**src/rtl/prt_pkg.sv**
```systemverilog
// ----------------------------------------------------------------------------
// prt_pkg
// Types, codes and sizes shared by the prefix route table and its cells.
// ----------------------------------------------------------------------------
package prt_pkg;

    localparam int TABLE_DEPTH = 16;
    localparam int IDX_W       = $clog2(TABLE_DEPTH);
    localparam int CNT_W       = $clog2(TABLE_DEPTH + 1);
    localparam int CMP_W       = IDX_W + 6;
    localparam int HIT_W       = 5;
    localparam int CFG_IDX_W   = 2;

    typedef enum logic [1:0] {
        CMD_INSERT = 2'd0,
        CMD_REMOVE = 2'd1,
        CMD_LOOKUP = 2'd2,
        CMD_RSVD   = 2'd3
    } cmd_t;

    typedef enum logic [1:0] {
        ST_OK        = 2'd0,
        ST_MISS      = 2'd1,
        ST_PROTECTED = 2'd2,
        ST_FULL      = 2'd3
    } status_t;

    typedef enum logic [CFG_IDX_W-1:0] {
        REG_IFACE0_ADDR = 2'd0,
        REG_IFACE0_MASK = 2'd1,
        REG_IFACE1_ADDR = 2'd2,
        REG_IFACE1_MASK = 2'd3
    } reg_idx_t;

    typedef enum logic [1:0] {
        CELL_HOLD,
        CELL_LOAD,
        CELL_FROM_PREV,
        CELL_FROM_NEXT
    } cell_op_t;

    typedef struct packed {
        logic        valid;
        logic [31:0] mask;
        logic [31:0] net;
        logic [31:0] hop;
    } entry_t;

    typedef struct packed {
        logic below;
        logic match;
    } cell_flags_t;

    typedef struct packed {
        cmd_t        command;
        logic [31:0] route_mask;
        logic [31:0] route_net;
        logic [31:0] route_next_hop;
        logic [4:0]  entry_index;
        logic [31:0] lookup_address;
    } in_item_t;

    typedef struct packed {
        status_t          status;
        logic [31:0]      next_hop;
        logic [HIT_W-1:0] hit_index;
    } out_item_t;

endpackage

```
**src/rtl/prt_cell.sv**
```systemverilog
// ----------------------------------------------------------------------------
// prt_cell
// One user route slot. Holds an entry, compares it against the current key
// and takes a new entry, its neighbor's entry or keeps its own.
// ----------------------------------------------------------------------------
module prt_cell (
    input  logic                 aclk,
    input  logic                 aresetn,
    input  prt_pkg::cell_op_t    op,
    input  prt_pkg::entry_t      new_entry,
    input  prt_pkg::entry_t      prev_entry,
    input  prt_pkg::entry_t      next_entry,
    input  logic [31:0]          key_mask,
    input  logic [31:0]          key_addr,
    output prt_pkg::entry_t      entry,
    output prt_pkg::cell_flags_t flags
);

    logic            valid_reg;
    prt_pkg::entry_t data_reg;
    prt_pkg::entry_t entry_next;

    always_comb begin
        unique case (op)
            prt_pkg::CELL_LOAD:      entry_next = new_entry;
            prt_pkg::CELL_FROM_PREV: entry_next = prev_entry;
            prt_pkg::CELL_FROM_NEXT: entry_next = next_entry;
            default:                 entry_next = entry;
        endcase
    end

    always_ff @(posedge aclk) begin
        if (!aresetn) begin
            valid_reg <= 1'b0;
        end else begin
            valid_reg <= entry_next.valid;
        end
        data_reg <= entry_next;
    end

    always_comb begin
        entry       = data_reg;
        entry.valid = valid_reg;
    end

    assign flags.below = !valid_reg || (data_reg.mask <= key_mask);
    assign flags.match = valid_reg && ((data_reg.mask & key_addr) == data_reg.net);

endmodule

```
**src/rtl/prt_prio_enc.sv**
```systemverilog
// ----------------------------------------------------------------------------
// prt_prio_enc
// Finds the lowest set request bit across the cell row.
// ----------------------------------------------------------------------------
module prt_prio_enc (
    input  logic [prt_pkg::TABLE_DEPTH-1:0] req,
    output logic                            found,
    output logic [prt_pkg::IDX_W-1:0]       index
);

    always_comb begin
        index = '0;
        for (int i = prt_pkg::TABLE_DEPTH - 1; i >= 0; i--) begin
            if (req[i]) begin
                index = prt_pkg::IDX_W'(i);
            end
        end
    end

    assign found = |req;

endmodule

```
**src/rtl/prefix_route_table.sv**
```systemverilog
// ----------------------------------------------------------------------------
// prefix_route_table
// IPv4 route table: two direct routes from the interface registers followed
// by a row of user route cells kept in descending mask order.
//
//   channel   ports                         direction
//   input     s_valid s_ready s_data        commands in
//   result    m_valid m_ready m_data        one result per command
//   config    cfg_valid cfg_ready cfg_index cfg_data   register writes
//
// The cell row compares, shifts and inserts in the accept cycle, and the
// result is registered for the next cycle.
// A new item is taken whenever the result register is empty or being read.
// Reset clears the cell valid bits, the fill count, the interface registers and the result valid bit.
// ----------------------------------------------------------------------------
module prefix_route_table (
    input  logic                            aclk,
    input  logic                            aresetn,
    input  logic                            s_valid,
    output logic                            s_ready,
    input  prt_pkg::in_item_t               s_data,
    output logic                            m_valid,
    input  logic                            m_ready,
    output prt_pkg::out_item_t              m_data,
    input  logic                            cfg_valid,
    output logic                            cfg_ready,
    input  logic [prt_pkg::CFG_IDX_W-1:0]   cfg_index,
    input  logic [31:0]                     cfg_data
);

    localparam int D = prt_pkg::TABLE_DEPTH;

    logic [31:0] iface0_addr_reg, iface0_mask_reg, iface1_addr_reg, iface1_mask_reg;
    logic [prt_pkg::CNT_W-1:0] count_reg, count_next;
    logic                      m_valid_reg;
    prt_pkg::out_item_t        m_data_reg, result;

    prt_pkg::entry_t      entries [D];
    prt_pkg::entry_t      prevs   [D];
    prt_pkg::entry_t      nexts   [D];
    prt_pkg::cell_op_t    ops     [D];
    prt_pkg::cell_flags_t flags   [D];
    prt_pkg::entry_t      new_entry;

    logic [D-1:0] below, match, first_below;
    logic                      pos_found, hit_found;
    logic [prt_pkg::IDX_W-1:0] pos_idx, hit_idx;

    logic accept, full, rm_ok, direct1, direct0;
    logic [prt_pkg::CMP_W-1:0] eidx_w, count_w;

    assign cfg_ready = 1'b1;
    assign s_ready   = !m_valid_reg || m_ready;
    assign accept    = s_valid && s_ready;
    assign m_valid   = m_valid_reg;
    assign m_data    = m_data_reg;

    assign new_entry = '{valid: 1'b1, mask: s_data.route_mask,
                         net: s_data.route_net, hop: s_data.route_next_hop};

    genvar g;
    generate
        for (g = 0; g < D; g++) begin : g_cell
            if (g == 0) begin : g_first
                assign prevs[g]       = '0;
                assign first_below[g] = below[g];
            end else begin : g_rest
                assign prevs[g]       = entries[g-1];
                assign first_below[g] = below[g] && !below[g-1];
            end
            if (g == D - 1) begin : g_last
                assign nexts[g] = '0;
            end else begin : g_mid
                assign nexts[g] = entries[g+1];
            end

            prt_cell u_cell (
                .aclk       (aclk),
                .aresetn    (aresetn),
                .op         (ops[g]),
                .new_entry  (new_entry),
                .prev_entry (prevs[g]),
                .next_entry (nexts[g]),
                .key_mask   (s_data.route_mask),
                .key_addr   (s_data.lookup_address),
                .entry      (entries[g]),
                .flags      (flags[g])
            );

            assign below[g] = flags[g].below;
            assign match[g] = flags[g].match;
        end
    endgenerate

    prt_prio_enc u_pos_enc (.req(first_below), .found(pos_found), .index(pos_idx));
    prt_prio_enc u_hit_enc (.req(match),       .found(hit_found), .index(hit_idx));

    assign full    = (count_reg == prt_pkg::CNT_W'(D));
    assign eidx_w  = prt_pkg::CMP_W'(s_data.entry_index);
    assign count_w = prt_pkg::CMP_W'(count_reg);
    assign rm_ok   = (eidx_w >= prt_pkg::CMP_W'(2)) && (eidx_w < count_w + prt_pkg::CMP_W'(2));
    assign direct1 = (iface1_mask_reg & s_data.lookup_address)
                     == (iface1_addr_reg & iface1_mask_reg);
    assign direct0 = (iface0_mask_reg & s_data.lookup_address)
                     == (iface0_addr_reg & iface0_mask_reg);

    always_comb begin
        for (int i = 0; i < D; i++) begin
            ops[i] = prt_pkg::CELL_HOLD;
            if (accept) begin
                unique case (s_data.command)
                    prt_pkg::CMD_INSERT: begin
                        if (!full) begin
                            if (first_below[i]) begin
                                ops[i] = prt_pkg::CELL_LOAD;
                            end else if (below[i]) begin
                                ops[i] = prt_pkg::CELL_FROM_PREV;
                            end
                        end
                    end
                    prt_pkg::CMD_REMOVE: begin
                        if (rm_ok && (prt_pkg::CMP_W'(i) + prt_pkg::CMP_W'(2) >= eidx_w)) begin
                            ops[i] = prt_pkg::CELL_FROM_NEXT;
                        end
                    end
                    default: ops[i] = prt_pkg::CELL_HOLD;
                endcase
            end
        end
    end

    always_comb begin
        result     = '{status: prt_pkg::ST_MISS, next_hop: '0, hit_index: '0};
        count_next = count_reg;
        unique case (s_data.command)
            prt_pkg::CMD_INSERT: begin
                if (full || !pos_found) begin
                    result.status = prt_pkg::ST_FULL;
                end else begin
                    result.status    = prt_pkg::ST_OK;
                    result.hit_index = prt_pkg::HIT_W'(prt_pkg::CMP_W'(pos_idx)
                                                       + prt_pkg::CMP_W'(2));
                    count_next       = count_reg + prt_pkg::CNT_W'(1);
                end
            end
            prt_pkg::CMD_REMOVE: begin
                result.hit_index = s_data.entry_index;
                if (eidx_w < prt_pkg::CMP_W'(2)) begin
                    result.status = prt_pkg::ST_PROTECTED;
                end else if (rm_ok) begin
                    result.status = prt_pkg::ST_OK;
                    count_next    = count_reg - prt_pkg::CNT_W'(1);
                end
            end
            prt_pkg::CMD_LOOKUP: begin
                if (direct1) begin
                    result.status = prt_pkg::ST_OK;
                end else if (direct0) begin
                    result.status    = prt_pkg::ST_OK;
                    result.hit_index = prt_pkg::HIT_W'(1);
                end else if (hit_found) begin
                    result.status    = prt_pkg::ST_OK;
                    result.next_hop  = entries[hit_idx].hop;
                    result.hit_index = prt_pkg::HIT_W'(prt_pkg::CMP_W'(hit_idx)
                                                       + prt_pkg::CMP_W'(2));
                end
            end
            default: result.status = prt_pkg::ST_MISS;
        endcase
    end

    always_ff @(posedge aclk) begin
        if (!aresetn) begin
            iface0_addr_reg <= '0;
            iface0_mask_reg <= '0;
            iface1_addr_reg <= '0;
            iface1_mask_reg <= '0;
            count_reg       <= '0;
            m_valid_reg     <= 1'b0;
        end else begin
            if (cfg_valid) begin
                unique case (prt_pkg::reg_idx_t'(cfg_index))
                    prt_pkg::REG_IFACE0_ADDR: iface0_addr_reg <= cfg_data;
                    prt_pkg::REG_IFACE0_MASK: iface0_mask_reg <= cfg_data;
                    prt_pkg::REG_IFACE1_ADDR: iface1_addr_reg <= cfg_data;
                    default:                  iface1_mask_reg <= cfg_data;
                endcase
            end
            if (accept) begin
                count_reg   <= count_next;
                m_valid_reg <= 1'b1;
            end else if (m_ready) begin
                m_valid_reg <= 1'b0;
            end
        end
        if (accept) begin
            m_data_reg <= result;
        end
    end

endmodule

```
**config.mk**
```make
export PLATFORM = sky130hd
export DESIGN_NAME = prefix_route_table
export DESIGN_NICKNAME = d
export VERILOG_FILES = /design/src/rtl/prt_pkg.sv /design/src/rtl/prt_cell.sv /design/src/rtl/prt_prio_enc.sv /design/src/rtl/prefix_route_table.sv
export SDC_FILE = /design/constraint.sdc
export NUM_CORES = 2
export LEC_CHECK = 0
export BUFFER_PORTS_ARGS = -buffer_cell sky130_fd_sc_hd__buf_4
export CAP_MARGIN = 0
export CORE_UTILIZATION = 60
export CTS_CLUSTER_DIAMETER = 200
export DETAILED_ROUTE_END_ITERATION = 7
export PLACE_DENSITY_LB_ADDON = 0.15
export SLEW_MARGIN = 15
export SYNTH_ARGS = -nofsm -noshare
export SYNTH_HDL_FRONTEND = slang
export SYNTH_SLANG_ARGS = --single-unit
```
**constraint.sdc**
```tcl
create_clock -name aclk -period 26.3 [get_ports aclk]
set_clock_uncertainty 0.1 [all_clocks]
set_input_delay 2.63 -clock aclk [delete_from_list [all_inputs] [get_ports aclk]]
set_output_delay 2.63 -clock aclk [all_outputs]
set_load 0.1 [all_outputs]
```
== Yosys cells after proc, flatten, opt, wreduce, memory -nomap -nowiden ==
Cells that the tools add are included.
Word-level totals
  output and inout bits: 42
  word-level logic and storage cells: 504
  bits in latches: 0
  register bits after elaboration: 1725
  memory bits (writable): 0
  input port bits: 174
  memories: 0
  ROM bits: 0
Operators by class
  reduce and logical (&&, ||, !) cells: 129
  multiplexer cells: 163
  bitwise operators: 24
  $mul: 0
  shift operators: 0
  order comparisons: 36
  div/mod/pow operators: 0
  add/subtract/negate cells: 5
  equality and inequality tests: 74
Operator list (count)
  97-bit case mux with 3 select lines: 16
  32-bit AND: 20
  32-bit equality test: 18
  32-bit <= comparator: 16
  97-bit binary-select mux with 4-bit select: 1
  2-bit 2-to-1 mux: 79
  4-bit 2-to-1 mux: 32
  2-bit equality test, second input constant: 34
  32-bit 2-to-1 mux: 2
  2-bit case mux with 2 select lines: 16
  1-bit logical AND: 49
  3-bit nonzero test: 16
  4-bit by 5-bit greater-or-equal comparator with 1-bit output, first input constant: 8
  38-bit 2-to-1 mux: 1
  2-bit by 1-bit equality test with 1-bit output, second input constant: 18
  1-bit zero test: 33
  16-bit OR reduction: 2
  5-bit 2-to-1 mux: 6
  3-bit by 5-bit greater-or-equal comparator with 1-bit output, first input constant: 4
  1-bit logical OR: 18
  5-bit case mux with 3 select lines: 1
  4-bit by 2-bit adder with 5-bit output, second input constant: 2
  2-bit by 5-bit greater-or-equal comparator with 1-bit output, first input constant: 2
  5-bit greater-or-equal comparator, first input constant: 2
  20 further kinds: 35

== Logic depth before layout (Yosys ltp) ==
  word-level depth: 27
  depth in mapped cells: 20
  gate-level depth less buffers: 19

== Hierarchy ==
A second synthesis with hierarchy kept.
Unflattened totals
  cell total of the unflattened synthesis: 11113
  area total of the unflattened synthesis: 111550.7 um^2
By module, submodules not included
  prt_cell (g_cell[0].u_cell ...): seq. area each 2902.8 um^2, area each 6199.7 um^2, cells each 614, times used 8
  prt_cell (g_cell[2].u_cell ...): seq. area each 2902.8 um^2, area each 6163.4 um^2, cells each 612, times used 8
  prefix_route_table: seq. area each 3853.7 um^2, area each 12293.0 um^2, cells each 1237, times used 1
  prt_prio_enc: seq. area each 0.0 um^2, area each 176.4 um^2, cells each 34, times used 2

== Least setup slack after synthesis ==
Ideal clock, no wire load.
  kind: input port to flip-flop
  start: input s_data[130] (netlist bit)
  end: register g_cell[0].u_cell.valid_reg
  required time: 26109 ps
  buffers on the path: 1
  setup time: 91 ps
  data arrival time: 13041 ps
  cell stages on the path: 11
  slack: 13068 ps
  path through: clkbuf_1 -> inv_1 -> ha_1 -> nand4_1 -> nor2_1 -> nand2_1 -> or3_1 -> or4_1 -> o311a_1 -> o31ai_1 -> o221a_2
Between the ends
  word-level cells in the longest chain between the ends: 8
  elaborated cells on any way between the ends: 11
  those cells by class: 1 x order compare; 3 x eq/ne; 5 x mux; 2 x reduce/logical
RTL lines
  start: declaration: RTL line prefix_route_table.sv:21  | input prt_pkg::in_item_t s_data,
  32-bit <= comparator (*): RTL line prt_cell.sv:46  | assign flags.below = !valid_reg || (data_reg.mask <= key_mask);
  1-bit logical OR (*): RTL line prt_cell.sv:46
  1-bit 2-to-1 mux (*): RTL line prefix_route_table.sv:114  | if (first_below[i]) begin
  1-bit 2-to-1 mux (*): RTL line prefix_route_table.sv:113  | if (!full) begin
  2-bit case mux with 2 select lines (*): RTL line prefix_route_table.sv:111  | unique case (s_data.command)
  2-bit 2-to-1 mux (*): RTL line prefix_route_table.sv:110  | if (accept) begin
  2-bit equality test or 2-bit by 1-bit equality test with 1-bit output (tied branches): RTL line prt_cell.sv:24  | unique case (op)
  97-bit case mux with 3 select lines or 3-bit nonzero test (tied branches)
  end signal: assignment: RTL line prt_cell.sv:36  | valid_reg <= entry_next.valid;
  end: declaration: RTL line prt_cell.sv:19  | logic valid_reg;
Every way passes the cells marked *; elsewhere a longest branch is shown, timed or not.
A chain may end at the register's enable or synchronous reset.

==> flow_metrics.tcl <==
set metrics [dict create \
    finalCriticalPeriod_ns 8.664 \
    min_period_over_period_pct 32.94 \
    fill_cells 13910 \
    fp.coreArea_sq_mm 0.1771 \
    synth_cells 10720 \
    tns_ns 0 \
    clkTransAtPathRegs_ns 0.06 \
    die_x_um 425.3 \
    antenna_found_initial 15 \
    max_clock_freq_ghz 0.1154 \
    drtAntennaViolNets 0 \
    drt_iter0_drc 15730 \
    post_route_cells_drive_above_1_share_pct 7.898 \
    gr-usage-all-layers_pct 46.76 \
    rsz0062_at_grt "false" \
    finalSetupViolations 0 \
    p_int_mw 4.926 \
    critical_path_required_ns 26.77 \
    cp.arrival_ns 9.13 \
    syn2layout_area_growth_pct 8.597 \
    synth_area_leader_cell "edfxtp_1" \
    die_y_um 425.3 \
    first_global_vias 85900 \
    rows 154 \
    netlist_area_sq_mm 0.1075 \
    totalWireLength_um 433100 \
    ios 216 \
    synth_top_area_share_pct 43.99 \
    cts-buffers-inserted 191 \
    drc_errors 0 \
    yosys-top-cells-area "edfxtp_1, mux2i_1, nand2_1, ha_1, o21ai_0" \
    start_util_pct 60.71 \
    synth_flop_cell "edfxtp_1" \
    endpoint_kind "flip-flop" \
    syn_avg_cell_area_sq_um 10.03 \
    max_cap_viol_count 0 \
    relSlewSlack_pct 12.47 \
    ys_ff_latch 1725 \
    dpl_worst_slack_ns 17.07 \
    grt_pass1_wl_um 613900 \
    largest_register_ffs 1536 \
    synth_warnings 0 \
    cts.sinks 1725 \
    netSwitchingFraction_pct 27.49 \
    firstDrtPassIters 7 \
    postLayoutCoreUtil_pct 65.93 \
    p_clk_share_pct 40.0 \
    die_area_sq_mm 0.1809 \
    path_class "primary input to flip-flop" \
    io_buffers 214 \
    worstMarginPinSlew_ns 1.297 \
    hold_viol 0 \
    hp-class "flip-flop to flip-flop" \
    vias 92580 \
    setup_ws_ns 17.64 \
    ir_drop_mv 0.07352 \
    vias_per_cell 7.135 \
    status "finished, final reports clean" \
    switchingPower_mw 1.868 \
    drv_slew 0 \
    hold_buffers 0 \
    clk_latency_ns 0.87 \
    async_reset_ff_share_pct 0 \
    cts_max_path_buffers 3 \
    hpwl_um 311000 \
    synth_seq_area_share_pct 46.79 \
    startpoint_type "primary input" \
    htreeDepth 4 \
    syn_nets 11410 \
    gp_routability_congestion 1.060 \
    grt_max_degree 195 \
    p_per_area_mw_per_mm2 58.20 \
    combPwrFrac_pct 12.5 \
    cts_root_buf "clkbuf_16" \
    nets 11160 \
    leakage_nw 46.53 \
    ctsResizeCount 0 \
    post_cts_buffers 0 \
    worst-path-max-fanout 50 \
    synthDistinctLibCells 91 \
    routedWlPerCell_um 33.38 \
    cts_tree "yes" \
    grt_overflow 0 \
    synth-edff-count 1575 \
    p_seq_share_pct 47.4 \
]
## layout make-up
| type | count | area (sq um) | area share (%) |
|---|---|---|---|
| Sequential cell | 1725 | 50300 | 43.08 |
| Antenna cell | 12 | 30.03 | 0.02572 |
| Timing Repair Buffer | 391 | 3025 | 2.591 |
| Tap cell | 2340 | 2928 | 2.508 |
| Inverter | 90 | 340.3 | 0.2915 |
| Clock inverter | 95 | 854.6 | 0.7320 |
| Multi-Input combinational cell | 8068 | 54010 | 46.26 |
| Clock buffer | 254 | 5266 | 4.511 |
## per-layer routing
layer	part of all wire, %	track usage, %	wire [um]
met1	37	64.22	158700
met2	40	64.75	174800
met3	15	11.83	64680
met4	8.1	31.97	34930
met5	0.0062	0	27
## power by group through the flow
stage | clock network, mW | logic, mW | registers, mW
finish | 2.72 | 0.852 | 3.22
global route | 2.81 | 0.899 | 3.22
CTS | 2.72 | 0.817 | 3.21
detailed placement | 0 | 0.814 | 3.27
global placement | 0 | 0.787 | 3.27
floorplan | 0 | 0.497 | 3.25
## critical path, stage by stage
cell	delay, ns
buf_4	0.30
inv_1	0.36
buf_4	0.32
ha_1	0.21
a21o_1	0.15
a21o_1	0.16
a2111oi_0	0.44
nor4_1	0.11
o221ai_1	0.57
a21oi_1	0.16
buf_4	0.22
nor2_1	0.17
a21oi_1	0.18
nor2_4	0.91
buf_4	0.89
buf_4	0.68
mux2i_1	0.29
a21oi_1	0.10
## cells by family (layout without fill, tap and decap cells)
kind of cell | Yosys count | in the layout | synth area share (%)
AND/OR/NAND/NOR | 3025 | 3025 | 11.76
AO/OA/AOI/OAI | 2782 | 2782 | 16.14
flip-flops | 1725 | 1725 | 46.79
multiplexers | 1222 | 1222 | 11.46
buffers and inverters | 924 | 830 | 3.564
adder cells (fa/ha/maj) | 523 | 523 | 6.094
XOR/XNOR | 515 | 515 | 4.196
other | 1 | 13 | 0.003488
## synth_stat cells (60+ instances only)
master,count
mux2_2,70
o21ai_1,66
a22oi_1,358
nand2_1,2052
buf_1,84
a22o_1,99
buf_2,167
o21ai_0,1139
a221o_1,137
a21o_1,100
nor2_1,450
nand3_1,60
a21oi_1,534
a221oi_1,60
edfxtp_1,1575
clkbuf_1,546
nor4_1,80
mux2i_1,1152
xnor2_1,248
inv_1,88
nand4_1,165
dfxtp_1,150
ha_1,522
xor2_1,267
## cells in the final DEF (no fill, tap or decap), drive strengths merged, types with 39 or more instances in the layout
cell type  Yosys  final
buf          287    391
nor2b         48     48
a22o          99     99
nand3         60     60
o21ai       1208   1208
ha           522    522
nand4        165    165
o21a          39     39
a22oi        358    358
nor2         452    452
nor3          44     44
clkinv         1     66
nand2       2052   2052
edfxtp      1575   1575
a21oi        535    535
mux2          70     70
inv           89     97
a221oi        70     70
nor4          82     82
a21o         100    100
clkbuf       547    254
xor2         267    267
xnor2        248    248
mux2i       1152   1152
dfxtp        150    150
a221o        137    137
## stage by stage
| step | power, mW | hold slack, ns | cell area [sq um] | std cells |
|---|---|---|---|---|
| 2_1_floorplan | 3.751 | 0.3360 | 107500 | 10720 |
| 3_3_place_gp | 4.055 | 0.3409 | 110500 | 12610 |
| 3_5_place_dp | 4.085 | 0.3471 | 110500 | 12610 |
| 4_1_cts | 6.747 | 0.3553 | 116700 | 12960 |
| 5_1_grt | 6.933 | 0.3706 | 116700 | 12970 |
| 6_report | 6.794 | 0.3571 | 116700 | 12980 |
## worst paths after layout
check / from / slack (ns) / to / cells after the start
worst max-delay path: s_data[117] / 17.64 / g_cell[1].u_cell.entry[88]$_DFFE_PP_ / 18
worst min-delay path: iface0_mask_reg[26]$_SDFFE_PN0P_ / 0.36 / iface0_mask_reg[26]$_SDFFE_PN0P_ / 2
worst max register to register: g_cell[14].u_cell.entry[95]$_DFFE_PP_ / 19.40 / m_data[35]$_SDFFCE_PP0P_ / 16
worst min register to register: iface0_mask_reg[26]$_SDFFE_PN0P_ / 0.36 / iface0_mask_reg[26]$_SDFFE_PN0P_ / 2
Note: power is estimated with default switching activity, not from simulation.
